File: src/rtl/weighted_histogram_binner_core_macros.svh
// Assertion macros shared by the histogram binner RTL.
`ifndef WEIGHTED_HISTOGRAM_BINNER_CORE_MACROS_SVH
`define WEIGHTED_HISTOGRAM_BINNER_CORE_MACROS_SVH

`ifndef SYNTHESIS
// Same-cycle implication, checked outside reset.
`define WHB_ASSERT(name, clk, rst, ante, cons, msg) \
  name: assert property (@(posedge clk) disable iff (rst) (ante) |-> (cons)) else $error(msg);
// Next-cycle implication, checked outside reset.
`define WHB_ASSERT_NEXT(name, clk, rst, ante, cons, msg) \
  name: assert property (@(posedge clk) disable iff (rst) (ante) |=> (cons)) else $error(msg);
`else
`define WHB_ASSERT(name, clk, rst, ante, cons, msg)
`define WHB_ASSERT_NEXT(name, clk, rst, ante, cons, msg)
`endif

`endif

File: src/rtl/whb_pkg.sv
package whb_pkg;

  localparam int MAX_BINS    = 64;
  localparam int COUNT_WIDTH = 48;
  localparam int BIN_W       = $clog2(MAX_BINS);
  localparam int NB_W        = 7;                    // bins_in_use field width
  localparam int QUOT_W      = $clog2(MAX_BINS + 1); // quotient never exceeds MAX_BINS
  localparam int SPAN_W      = 32;
  localparam int PROD_W      = SPAN_W + QUOT_W;
  localparam int STEP_W      = $clog2(QUOT_W);
  localparam int WEIGHT_W    = 16;
  localparam int ADDR_W      = 4;
  localparam int REG_IDX_W   = 2;

  localparam logic [NB_W-1:0] DEFAULT_BINS = NB_W'(20);

  localparam logic [REG_IDX_W-1:0] REG_RANGE_LOW  = 2'd0;
  localparam logic [REG_IDX_W-1:0] REG_RANGE_HIGH = 2'd1;
  localparam logic [REG_IDX_W-1:0] REG_BINS       = 2'd2;

  localparam logic REQ_ADD  = 1'b0;
  localparam logic REQ_DUMP = 1'b1;

  typedef enum logic [2:0] {
    ST_IDLE,
    ST_MUL,
    ST_DIV,
    ST_RD,
    ST_WR,
    ST_DUMP
  } state_t;

  typedef struct packed {
    logic                   rd_en;
    logic [BIN_W-1:0]       rd_addr;
    logic                   wr_en;
    logic [BIN_W-1:0]       wr_addr;
    logic [COUNT_WIDTH-1:0] wr_data;
  } store_req_t;

endpackage

File: src/rtl/whb_divider.sv
// Restoring divider, one quotient bit per cycle.
// Expects dividend < divisor * 2**QUOT_W, so the top slice starts below the divisor.
module whb_divider import whb_pkg::*; (
  input  logic              clk,
  input  logic              rst,
  input  logic              start,
  input  logic [PROD_W-1:0] dividend,
  input  logic [SPAN_W-1:0] divisor,
  output logic              done,
  output logic [QUOT_W-1:0] quotient
);

  logic [SPAN_W-1:0] rem;
  logic [QUOT_W-1:0] lowbits;
  logic [STEP_W-1:0] cnt;
  logic              running;

  logic [SPAN_W:0]   trial;
  logic [SPAN_W:0]   diff;
  logic              ge;
  logic [SPAN_W-1:0] rem_next;

  always_comb begin
    trial    = {rem, lowbits[QUOT_W-1]};
    ge       = trial >= {1'b0, divisor};
    diff     = trial - {1'b0, divisor};
    rem_next = ge ? diff[SPAN_W-1:0] : trial[SPAN_W-1:0];
  end

  always_ff @(posedge clk) begin
    if (rst) begin
      running <= 1'b0;
      done    <= 1'b0;
    end else begin
      done <= 1'b0;
      if (start) begin
        running <= 1'b1;
      end else if (running && cnt == STEP_W'(QUOT_W - 1)) begin
        running <= 1'b0;
        done    <= 1'b1;
      end
    end
  end

  always_ff @(posedge clk) begin
    if (start) begin
      rem     <= dividend[PROD_W-1:QUOT_W];
      lowbits <= dividend[QUOT_W-1:0];
      cnt     <= '0;
    end else if (running) begin
      rem      <= rem_next;
      lowbits  <= {lowbits[QUOT_W-2:0], 1'b0};
      quotient <= {quotient[QUOT_W-2:0], ge};
      cnt      <= cnt + STEP_W'(1);
    end
  end

endmodule

File: src/rtl/whb_bin_store.sv
// Bin counter memory with per-entry valid bits; an unwritten entry reads zero.
module whb_bin_store import whb_pkg::*; (
  input  logic                   clk,
  input  logic                   rst,
  input  store_req_t             req,
  output logic [COUNT_WIDTH-1:0] rd_data
);

  logic [COUNT_WIDTH-1:0] mem [MAX_BINS];
  logic [MAX_BINS-1:0]    valid;
  logic [COUNT_WIDTH-1:0] mem_q;
  logic                   hit;

  always_ff @(posedge clk) begin
    if (rst) begin
      valid <= '0;
    end else if (req.wr_en) begin
      valid[req.wr_addr] <= 1'b1;
    end
  end

  always_ff @(posedge clk) begin
    if (req.wr_en) begin
      mem[req.wr_addr] <= req.wr_data;
    end
  end

  always_ff @(posedge clk) begin
    if (req.rd_en) begin
      mem_q <= mem[req.rd_addr];
      hit   <= valid[req.rd_addr];
    end
  end

  assign rd_data = hit ? mem_q : '0;

endmodule

File: src/rtl/weighted_histogram_binner_core.sv
// Channel  | Direction | Ports                                           | Handshake
// command  | in        | req_type, sample_value, sample_weight           | start & !busy
// result   | out       | bin_number, bin_total, last_bin                 | result_valid strobe
// config   | in        | psel, penable, pwrite, paddr, pwdata, prdata    | APB, pready tied high
//
// Add word in range: busy through one multiply, QUOT_W = 7 restoring divide
// steps on the divider's subtractor and its done strobe, one memory read, one write.
// Zero span skips the divide. A sample out of range is dropped at once.
// Dump word: reads one bin per cycle for each bin in use; each result comes the cycle after its read.
// Synchronous active-high reset clears the FSM, strobes and all bin valid bits.
// The receiver cannot stall: result_valid is a one-cycle strobe.
`include "weighted_histogram_binner_core_macros.svh"

module weighted_histogram_binner_core import whb_pkg::*; (
  input  logic                   clk,
  input  logic                   rst,
  // command
  input  logic                   start,
  output logic                   busy,
  input  logic                   req_type,
  input  logic signed [31:0]     sample_value,
  input  logic [WEIGHT_W-1:0]    sample_weight,
  // result
  output logic                   result_valid,
  output logic [5:0]             bin_number,
  output logic [47:0]            bin_total,
  output logic                   last_bin,
  // config
  input  logic                   psel,
  input  logic                   penable,
  input  logic                   pwrite,
  input  logic [ADDR_W-1:0]      paddr,
  input  logic [31:0]            pwdata,
  output logic [31:0]            prdata,
  output logic                   pready
);

  // ---------------------------------------------------------------------
  // Configuration registers
  // ---------------------------------------------------------------------
  logic signed [31:0] range_low;
  logic signed [31:0] range_high;
  logic [NB_W-1:0]    bins_in_use;
  logic [REG_IDX_W-1:0] reg_idx;
  logic               cfg_wr;

  assign pready  = 1'b1;
  assign reg_idx = paddr[ADDR_W-1:2];
  assign cfg_wr  = psel && penable && pwrite && pready;

  always_ff @(posedge clk) begin
    if (rst) begin
      range_low   <= '0;
      range_high  <= '0;
      bins_in_use <= DEFAULT_BINS;
    end else if (cfg_wr) begin
      case (reg_idx)
        REG_RANGE_LOW:  range_low   <= pwdata;
        REG_RANGE_HIGH: range_high  <= pwdata;
        REG_BINS:       bins_in_use <= pwdata[NB_W-1:0];
        default: ;
      endcase
    end
  end

  always_comb begin
    case (reg_idx)
      REG_RANGE_LOW:  prdata = range_low;
      REG_RANGE_HIGH: prdata = range_high;
      REG_BINS:       prdata = 32'(bins_in_use);
      default:        prdata = '0;
    endcase
  end

  // Effective bin count: 0 acts as 1, anything past MAX_BINS clamps.
  logic [NB_W-1:0] nb;
  always_comb begin
    if (bins_in_use == '0)
      nb = NB_W'(1);
    else if (bins_in_use > NB_W'(MAX_BINS))
      nb = NB_W'(MAX_BINS);
    else
      nb = bins_in_use;
  end

  // ---------------------------------------------------------------------
  // Sequencer
  // ---------------------------------------------------------------------
  state_t state, state_next;

  logic              accept;
  logic              in_range;
  logic [SPAN_W-1:0] offset;     // sample - low, fits since sample in [low, high]
  logic [SPAN_W-1:0] span;
  logic              zero_span;
  logic [WEIGHT_W-1:0] weight;
  logic [BIN_W-1:0]  idx;        // dump read pointer
  logic              dump_last;

  logic              out_v;
  logic [BIN_W-1:0]  out_idx;
  logic              out_last;

  logic              div_start;
  logic              div_done;
  logic [QUOT_W-1:0] quotient;
  logic [PROD_W-1:0] product;
  logic [BIN_W-1:0]  bin_sel;

  logic [COUNT_WIDTH:0]   sum;
  logic [COUNT_WIDTH-1:0] sat_sum;
  logic [COUNT_WIDTH-1:0] rd_data;
  store_req_t             store_req;

  assign accept    = start && !busy;
  assign in_range  = (sample_value >= range_low) && (sample_value <= range_high);
  assign dump_last = {1'b0, idx} == (nb - NB_W'(1));

  // Operand widening for the one multiply: offset (32 b) times bin count (7 b).
  assign product = PROD_W'(offset) * PROD_W'(nb);

  // Clamp the quotient to the last bin in use; a zero span maps to bin 0.
  always_comb begin
    if (zero_span)
      bin_sel = '0;
    else if (quotient >= QUOT_W'(nb))
      bin_sel = BIN_W'(nb - NB_W'(1));
    else
      bin_sel = quotient[BIN_W-1:0];
  end

  // Saturating accumulate of the weight onto the count read back.
  assign sum     = {1'b0, rd_data} + (COUNT_WIDTH + 1)'(weight);
  assign sat_sum = sum[COUNT_WIDTH] ? '1 : sum[COUNT_WIDTH-1:0];

  // next state
  always_comb begin
    state_next = state;
    case (state)
      ST_IDLE: begin
        if (accept) begin
          if (req_type == REQ_DUMP)
            state_next = ST_DUMP;
          else if (in_range)
            state_next = ST_MUL;
        end
      end
      ST_MUL:  state_next = zero_span ? ST_RD : ST_DIV;
      ST_DIV:  state_next = div_done ? ST_RD : ST_DIV;
      ST_RD:   state_next = ST_WR;
      ST_WR:   state_next = ST_IDLE;
      ST_DUMP: state_next = dump_last ? ST_IDLE : ST_DUMP;
      default: state_next = ST_IDLE;
    endcase
  end

  // outputs of the sequencer
  always_comb begin
    busy              = state != ST_IDLE;
    div_start         = (state == ST_MUL) && !zero_span;
    store_req.rd_en   = (state == ST_RD) || (state == ST_DUMP);
    store_req.rd_addr = (state == ST_DUMP) ? idx : bin_sel;
    store_req.wr_en   = state == ST_WR;
    store_req.wr_addr = bin_sel;
    store_req.wr_data = sat_sum;
  end

  always_ff @(posedge clk) begin
    if (rst) begin
      state <= ST_IDLE;
      out_v <= 1'b0;
    end else begin
      state <= state_next;
      out_v <= state == ST_DUMP;
    end
  end

  // operand capture and dump pointer
  always_ff @(posedge clk) begin
    if (accept) begin
      offset    <= sample_value - range_low;
      span      <= range_high - range_low;
      zero_span <= range_high == range_low;
      weight    <= sample_weight;
      idx       <= '0;
    end else if (state == ST_DUMP) begin
      idx <= idx + BIN_W'(1);
    end
    out_idx  <= idx;
    out_last <= dump_last;
  end

  whb_divider u_div (
    .clk      (clk),
    .rst      (rst),
    .start    (div_start),
    .dividend (product),
    .divisor  (span),
    .done     (div_done),
    .quotient (quotient)
  );

  whb_bin_store u_store (
    .clk     (clk),
    .rst     (rst),
    .req     (store_req),
    .rd_data (rd_data)
  );

  // Result word: memory read data lines up with the delayed dump index.
  assign result_valid = out_v;
  assign bin_number   = out_idx;
  assign bin_total    = rd_data;
  assign last_bin     = out_v && out_last;

  // ---------------------------------------------------------------------
  // Checks
  // ---------------------------------------------------------------------
  `WHB_ASSERT_NEXT(a_dump_strobe, clk, rst, state == ST_DUMP, result_valid, "dump read without result")
  `WHB_ASSERT(a_result_in_range, clk, rst, result_valid, {1'b0, bin_number} < nb, "bin past count")
  `WHB_ASSERT(a_write_after_read, clk, rst, state == ST_WR, $past(state) == ST_RD, "write w/o read")
  `WHB_ASSERT(a_div_quiet, clk, rst, div_done, state == ST_DIV, "divider done outside divide")

endmodule
File: config.mk
export PLATFORM = sky130hd
export DESIGN_NAME = weighted_histogram_binner_core
export DESIGN_NICKNAME = d
export VERILOG_FILES = /design/src/rtl/whb_pkg.sv /design/src/rtl/whb_divider.sv /design/src/rtl/whb_bin_store.sv /design/src/rtl/weighted_histogram_binner_core.sv
export VERILOG_INCLUDE_DIRS = /design/src /design/src/rtl
export SDC_FILE = /design/constraint.sdc
export NUM_CORES = 2
export LEC_CHECK = 0
export BUFFER_PORTS_ARGS = -buffer_cell sky130_fd_sc_hd__buf_2
export CAP_MARGIN = 20
export CORE_ASPECT_RATIO = 1.5
export CORE_MARGIN = 5
export CORE_UTILIZATION = 28
export CTS_BUF_LIST = sky130_fd_sc_hd__clkbuf_16
export DETAILED_ROUTE_END_ITERATION = 16
export HOLD_SLACK_MARGIN = 0.03
export SYNTH_ARGS = -nofsm -noshare
export SYNTH_HDL_FRONTEND = slang
export SYNTH_SLANG_ARGS = --single-unit
File: constraint.sdc
create_clock -name clk -period 8.6 [get_ports clk]
set_clock_uncertainty 0.15 [all_clocks]
set_input_delay 0.43 -clock clk [delete_from_list [all_inputs] [get_ports clk]]
set_output_delay 0.43 -clock clk [all_outputs]
set_load 0.01 [all_outputs]
; ---- Word-level counts from Yosys, hierarchy flattened
; Memory sizes are Yosys's and may differ from the RTL's. A register that Yosys moved wholly into a read port is not among the register bits.
; Cells that the tools add are included.
[word_totals]
ff_bits = 285
ram_bits = 3072
inputBits = 91
out_inout_bits = 90
elab_cells = 103
n_memories = 1
[op_classes]
add_sub_neg = 7
multipliers = 1
n_lt_le_gt_ge = 8
n_eq_ne = 12
mux = 29
bitwise = 2
n_reduce_logical = 23
[mem_list]
columns = name, words, word_bits, read_ports, rd_clocked_by_memory_dff, write_ports, line
row1 = u_store.mem, 64, 48, 1, 1, 1, whb_bin_store.sv:9  ; logic [COUNT_WIDTH-1:0] mem [MAX_BINS];
[op_table]
columns = cell, count
row1 = $mux 32, 3
row2 = $mux 48, 2
row3 = $pmux 32 s3, 1
row4 = $sub 32x32->32, 3
row5 = $or 64x64->64, 1
row6 = $add 48x16->49, 1
row7 = $mul 32x7->39, 1
row8 = $ge 33x32->1, 1
row9 = $eq 32x32->1, 1
row10 = $ge 32x32->1, 1
row11 = $le 32x32->1, 1
row12 = $mux 7, 4
row13 = $mux 6, 3
row14 = $pmux 3 s5, 1
row15 = $lt 6x7->1 const B, 2
row16 = $mux 3, 4
row17 = $reduce_and 2->1, 5
row18 = $eq 3x3->1 const B, 3
row19 = $mux 1, 9
row20 = $logic_and 1x1->1, 8
row21 = $eq 6x7->1, 1
row22 = $ge 7x7->1, 1
row23 = $gt 7x7->1 const B, 1
row24 = $logic_not 7->1, 1
row25 = other kinds (20), 23

; ---- Logic depth before layout (Yosys ltp)
[logic_depth]
depth_word = 11
mapped_depth = 24
mapped_depth_nobuf = 20

; ---- Modules after synthesis
; Synthesis repeated with hierarchy kept, for this count alone.
[unflattened]
cells_unflattened = 8164
hier_area_um2 = 144093.2
[by_module_without_submodules]
columns = mod, instances, cells_each, area_per_inst_um2, seq_area_each_um2
row1 = whb_bin_store, 1, 5383, 120520.6, 95001.1
row2 = weighted_histogram_binner_core, 1, 2280, 19138.4, 4194.0
row3 = whb_divider, 1, 501, 4434.3, 1481.4

; ---- Least setup slack after synthesis
; No wires, ideal clock.
[synth_timing]
kind = register to register
start = register u_store.hit
end = memory u_store.mem[0][46] (data pin)
setup_ns = 0.680
t_arrival_ns = 6.737
t_required_ns = 7.770
slack_ns = 1.033
path_stages_with_launch = 20
path_buffers = 5
synth_period_minus_slack_ns = 7.567
path_cell_list = edfxtp_1 -> clkbuf_1 -> clkbuf_1 -> clkbuf_1 -> clkbuf_1 -> and2_1 -> ha_1 -> inv_1 -> fa_1 -> nor2b_1 -> o21a_1 -> o21ai_0 -> a211o_1 -> a31oi_1 -> a31o_2 -> clkbuf_1 -> nand4_1 -> nor4_1 -> a31oi_1 -> nor3_1
[synth_between]
elab_chain_len = 3
[synth_lines]
columns = element, line
row1 = start: declaration, whb_bin_store.sv:12  ; logic hit;
row2 = start signal: assignment, whb_bin_store.sv:31  ; hit <= valid[req.rd_addr];
row3 = $mux 48, whb_bin_store.sv:35  ; assign rd_data = hit ? mem_q : '0;
row4 = via bin_total[0], weighted_histogram_binner_core.sv:26  ; output logic [47:0] bin_total,
row5 = $add 48x16->49, weighted_histogram_binner_core.sv:133  ; assign sum = {1'b0, rd_data} + (COUNT_WIDTH + 1)'(weight);
row6 = $mux 48, weighted_histogram_binner_core.sv:134  ; assign sat_sum = sum[COUNT_WIDTH] ? '1 : sum[COUNT_WIDTH-1:0];
row7 = via sat_sum[46], weighted_histogram_binner_core.sv:111  ; logic [COUNT_WIDTH-1:0] sat_sum;
row8 = end: declaration, whb_bin_store.sv:9
; The timed path passes the listed nets, and every way through them passes these cells.

; ---- Worst setup path in the final report
[layout_timing]
start = register bins_in_use[6]
end = register u_div.rem[20] (data pin)
[layout_between]
elab_chain_len = 5
elab_cells_between_ends = 6
classes_between = mul: 1 / order compare: 1 / mux: 3 / reduce/logical: 1
[layout_lines]
columns = element, line
row1 = start: declaration, weighted_histogram_binner_core.sv:43  ; logic [NB_W-1:0] bins_in_use;
row2 = start signal: assignment, weighted_histogram_binner_core.sv:60  ; REG_BINS: bins_in_use <= pwdata[NB_W-1:0];
row3 = $gt 7x7->1, weighted_histogram_binner_core.sv:80  ; else if (bins_in_use > NB_W'(MAX_BINS))
row4 = $mux 7, weighted_histogram_binner_core.sv:80
row5 = $mux 7 *, weighted_histogram_binner_core.sv:78  ; if (bins_in_use == '0)
row6 = $mul 32x7->39 *, weighted_histogram_binner_core.sv:120  ; assign product = PROD_W'(offset) * PROD_W'(nb);
row7 = $mux 32 *, whb_divider.sv:46  ; if (start) begin
row8 = end signal: assignment, whb_divider.sv:47  ; rem <= dividend[PROD_W-1:QUOT_W];
row9 = end signal: assignment, whb_divider.sv:51  ; rem <= rem_next;
row10 = end: declaration, whb_divider.sv:13  ; logic [SPAN_W-1:0] rem;
; Every way passes the cells marked *; elsewhere a longest branch is shown, timed or not.
; A chain may end at the register's enable or synchronous reset.

==> reports/qor.txt <==
VDD IR max: 0.213 mV
Worst-Skew Late Latency: 910 ps
Crit path cell chain: nor2b_2 > buf_4 > nand2_1 > fa_1 > fa_1 > inv_1 > fa_1 > fa_1 > ha_1 > or3_1 > o2111ai_1 > o21bai_1 > a21oi_1 > o32ai_1 > o41ai_1 > o21bai_1 > xnor2_1 > mux2i_1
Asr flop ratio synth: 0
Max Cap Violations: 0
Clock transition at path regs: 70 ps
Synth unique cells: 87
Crit path launch type: flop
Final core occ: 0.323
Row count: 324
Post-synthesis xor/xnor area fraction: 0.00961
Tmin final: 6660 ps
Setup Fix Bufs, Post-CTS: 0
Total global routing overflow: 0
Port bufs: 177
Wirelength, routed: 443000 um
Pwr Total: 42.7 mW
Drt first-iter violations: 8935
Final period utilization: 0.775
TritonCTS clock tree: yes
Largest family of logic cells by synthesized area: simple AND/OR/NAND/NOR gates
Setup WS post-layout: 1940 ps
Slew HR: 0.219
Area of the multi-input gates: 42500 um^2
Sequential cell area: 101000 um^2
Core Region: 519000 um^2
Nets: 10.6k
Mux share of post-synthesis cell area: 0.0724
Buffers & Inverters on Critical Path: 2
Initial antenna violation count: 33
Status: finished, final reports clean
Filler cells: 50.5k
Die width: 599 um
CP required: 9020 ps
Post-Synth Simple-Gate Area: 0.0917
First-pass GRT wire length: 628000 um
Placer Congestion: 0.838
Setup CP Type: flop to flop
CTS Buf Count: 293
Synthesized cell area: 146000 um^2
Fmax: 150 MHz
Worst slack, placed: 1770 ps
Worst-Margin Slew: 1160 ps
Share of layout cells above drive strength 1: 0.140
Post-route ant nets: 0
Vias in the first global route: 87.3k
Clock buffer depth: 4
Total track usage: 0.159
PD cells: 255 nW/um^2
Yosys top cell area share: 0.669
Crit-path leading delay family: adder cells
CP arrival: 7080 ps
Crit-path max cell delay: 620 ps
CP Max Fanout: 13
Dpl cells: 16.6k
Final setup TNS: 0 ps
Final Slew Violations: 0
Syn_nets: 10.3k
Post-Synth Adder-Cell Area: 0.0391
Most frequent cell on the critical path: fa_1
Crit-path slowest cell: nor2b_2
Synth area leaders: edfxtp_1 (67%), mux4_2 (4.6%), nand2_1 (3.8%)
CTS Root Cell: clkbuf_16
Yosys warnings: 0
DR pass1 iterations: 6
Synth Area in Compound Gates: 0.0718
Post-synth top flop: edfxtp_1
Yosys top cell by area: edfxtp_1
Final Hold Vio Count: 0
Die height: 894 um
Unrepaired setup endpoints after global routing: no
Starting Density: 0.281
Setup crit end kind: flop
Largest net degree at the start of global routing: 120
Most common cell in the netlist: edfxtp_1
Post-synth EDFFs: 3248
Routed WL per cell: 25.7 um
Top post-synthesis cells by count: edfxtp_1 (3248), nand2_1 (1480), nand3_1 (413)
Hold crit path type: input port to flop
DRC viols: 0
Sequential fraction of the synthesis area: 0.691
Vias: 88.7k
Static Leak: 56.7 nW
Seq cells post-synth: 3405
Syn Inst Count: 9825
Via density: 5.15
CTS HTree Levels: 5
Area Growth Syn to Fin: 14.9%
Setup-failing EPs final: 0
I/O pin cnt: 181
Avg Cell Area, Syn: 14.8 um^2
Die area: 535000 um^2
Finished Layout Cells: 17.2k
Hpwl dp: 255000 um
# clock sinks: 3405
flip-flops by register name (all words and copies together) (netlist names):
register	flops
bin_number	6
bins_in_use	7
idx	6
offset	32
out_last	1
range_high	32
range_low	32
result_valid	1
span	32
state	3
u_div.cnt	3
u_div.done	1
u_div.lowbits	7
u_div.quotient	7
u_div.rem	32
u_div.running	1
u_store.hit	1
u_store.mem	3072
u_store.mem_q	48
u_store.valid	64
weight	16
zero_span	1
power by group:
group	internal, mW	switching (mW)	total, mW
Combinational	3.64	6.62	10.3
Sequential	19.2	0.213	19.4
Clock	6.94	6.10	13.0
metrics by stage:
stage / area, um^2 / hold WS (ps)
3_3_place_gp: 157000 / 295
6_report: 168000 / 99.0
4_1_cts: 167000 / 30.9
2_1_floorplan: 146000 / 179
5_1_grt: 167000 / 83.2
3_5_place_dp: 157000 / 308
per-layer routing:
layer  up-vias  wire length (um)  global-route usage
li1      38100                 -                   -
met5         -                62                   0
met4        10             21600              0.0717
met3       913             29200              0.0204
met1     46100            163000               0.189
met2      3646            229000               0.285
layout make-up:
type / instances / share of cell area
flip-flops and latches: 3405 / 0.601
inverters: 286 / 0.00641
diodes: 21 / 0.000314
multi-input cells: 5567 / 0.254
clock inverters: 222 / 0.00963
clock buffers: 300 / 0.0448
well taps: 6846 / 0.0511
repair buffers: 569 / 0.0331
cell usage in the layout, fill, tap and decap left out, drive strengths merged, types with 125 or more instances in the layout:
cell,Yosys,final
o21ai,125,125
fa,153,153
inv,285,359
mux4,299,299
dfxtp,157,157
clkbuf,329,300
a22oi,136,136
nor2,273,273
nand3,413,413
ha,211,211
a21oi,344,344
buf,238,500
nand2,1480,1480
and2,221,221
a211oi,161,161
mux2i,379,379
and3,150,150
edfxtp,3248,3248
logic make-up (layout without fill, tap and decap cells):
kind of cell,count (synthesis),after routing
AO/OA/AOI/OAI,1469,1469
XOR/XNOR,160,160
adder cells (fa/ha/maj),364,364
buffers and inverters,853,1377
flip-flops,3405,3405
multiplexers,680,680
other,1,22
AND/OR/NAND/NOR,2893,2893
timing repair:
item | in CTS | in global routing
hold buffers | 69 | 0
resized for setup | 0 | 0
hold endpoints to repair | 135 | 0
worst paths after layout:
kind / startpoint / end / slack, ps / cells past startpoint
setup / recovery: bins_in_use[6]$_SDFFE_PP0P_ / u_div.rem[20]$_DFFE_PP_ / 1940 / 18
hold reg to reg: u_store.valid[33]$_SDFFE_PP0P_ / u_store.valid[33]$_SDFFE_PP0P_ / 320 / 2
setup reg to reg: bins_in_use[6]$_SDFFE_PP0P_ / u_div.rem[20]$_DFFE_PP_ / 1940 / 18
hold / removal: sample_value[14] / offset[14]$_DFFE_PP_ / 100 / 3
worst register-to-register path: stages, from the launching register on:
cell       delay (ps)
dfxtp_1           480
nor2b_2           620
buf_4             320
nand2_1           100
fa_1              490
fa_1              490
inv_1              50
fa_1              500
fa_1              430
ha_1              350
or3_1             390
o2111ai_1         170
o21bai_1          160
a21oi_1           560
o32ai_1           220
o41ai_1           510
o21bai_1          140
xnor2_1           170
mux2i_1            90
(Power assumes the default switching activity.)
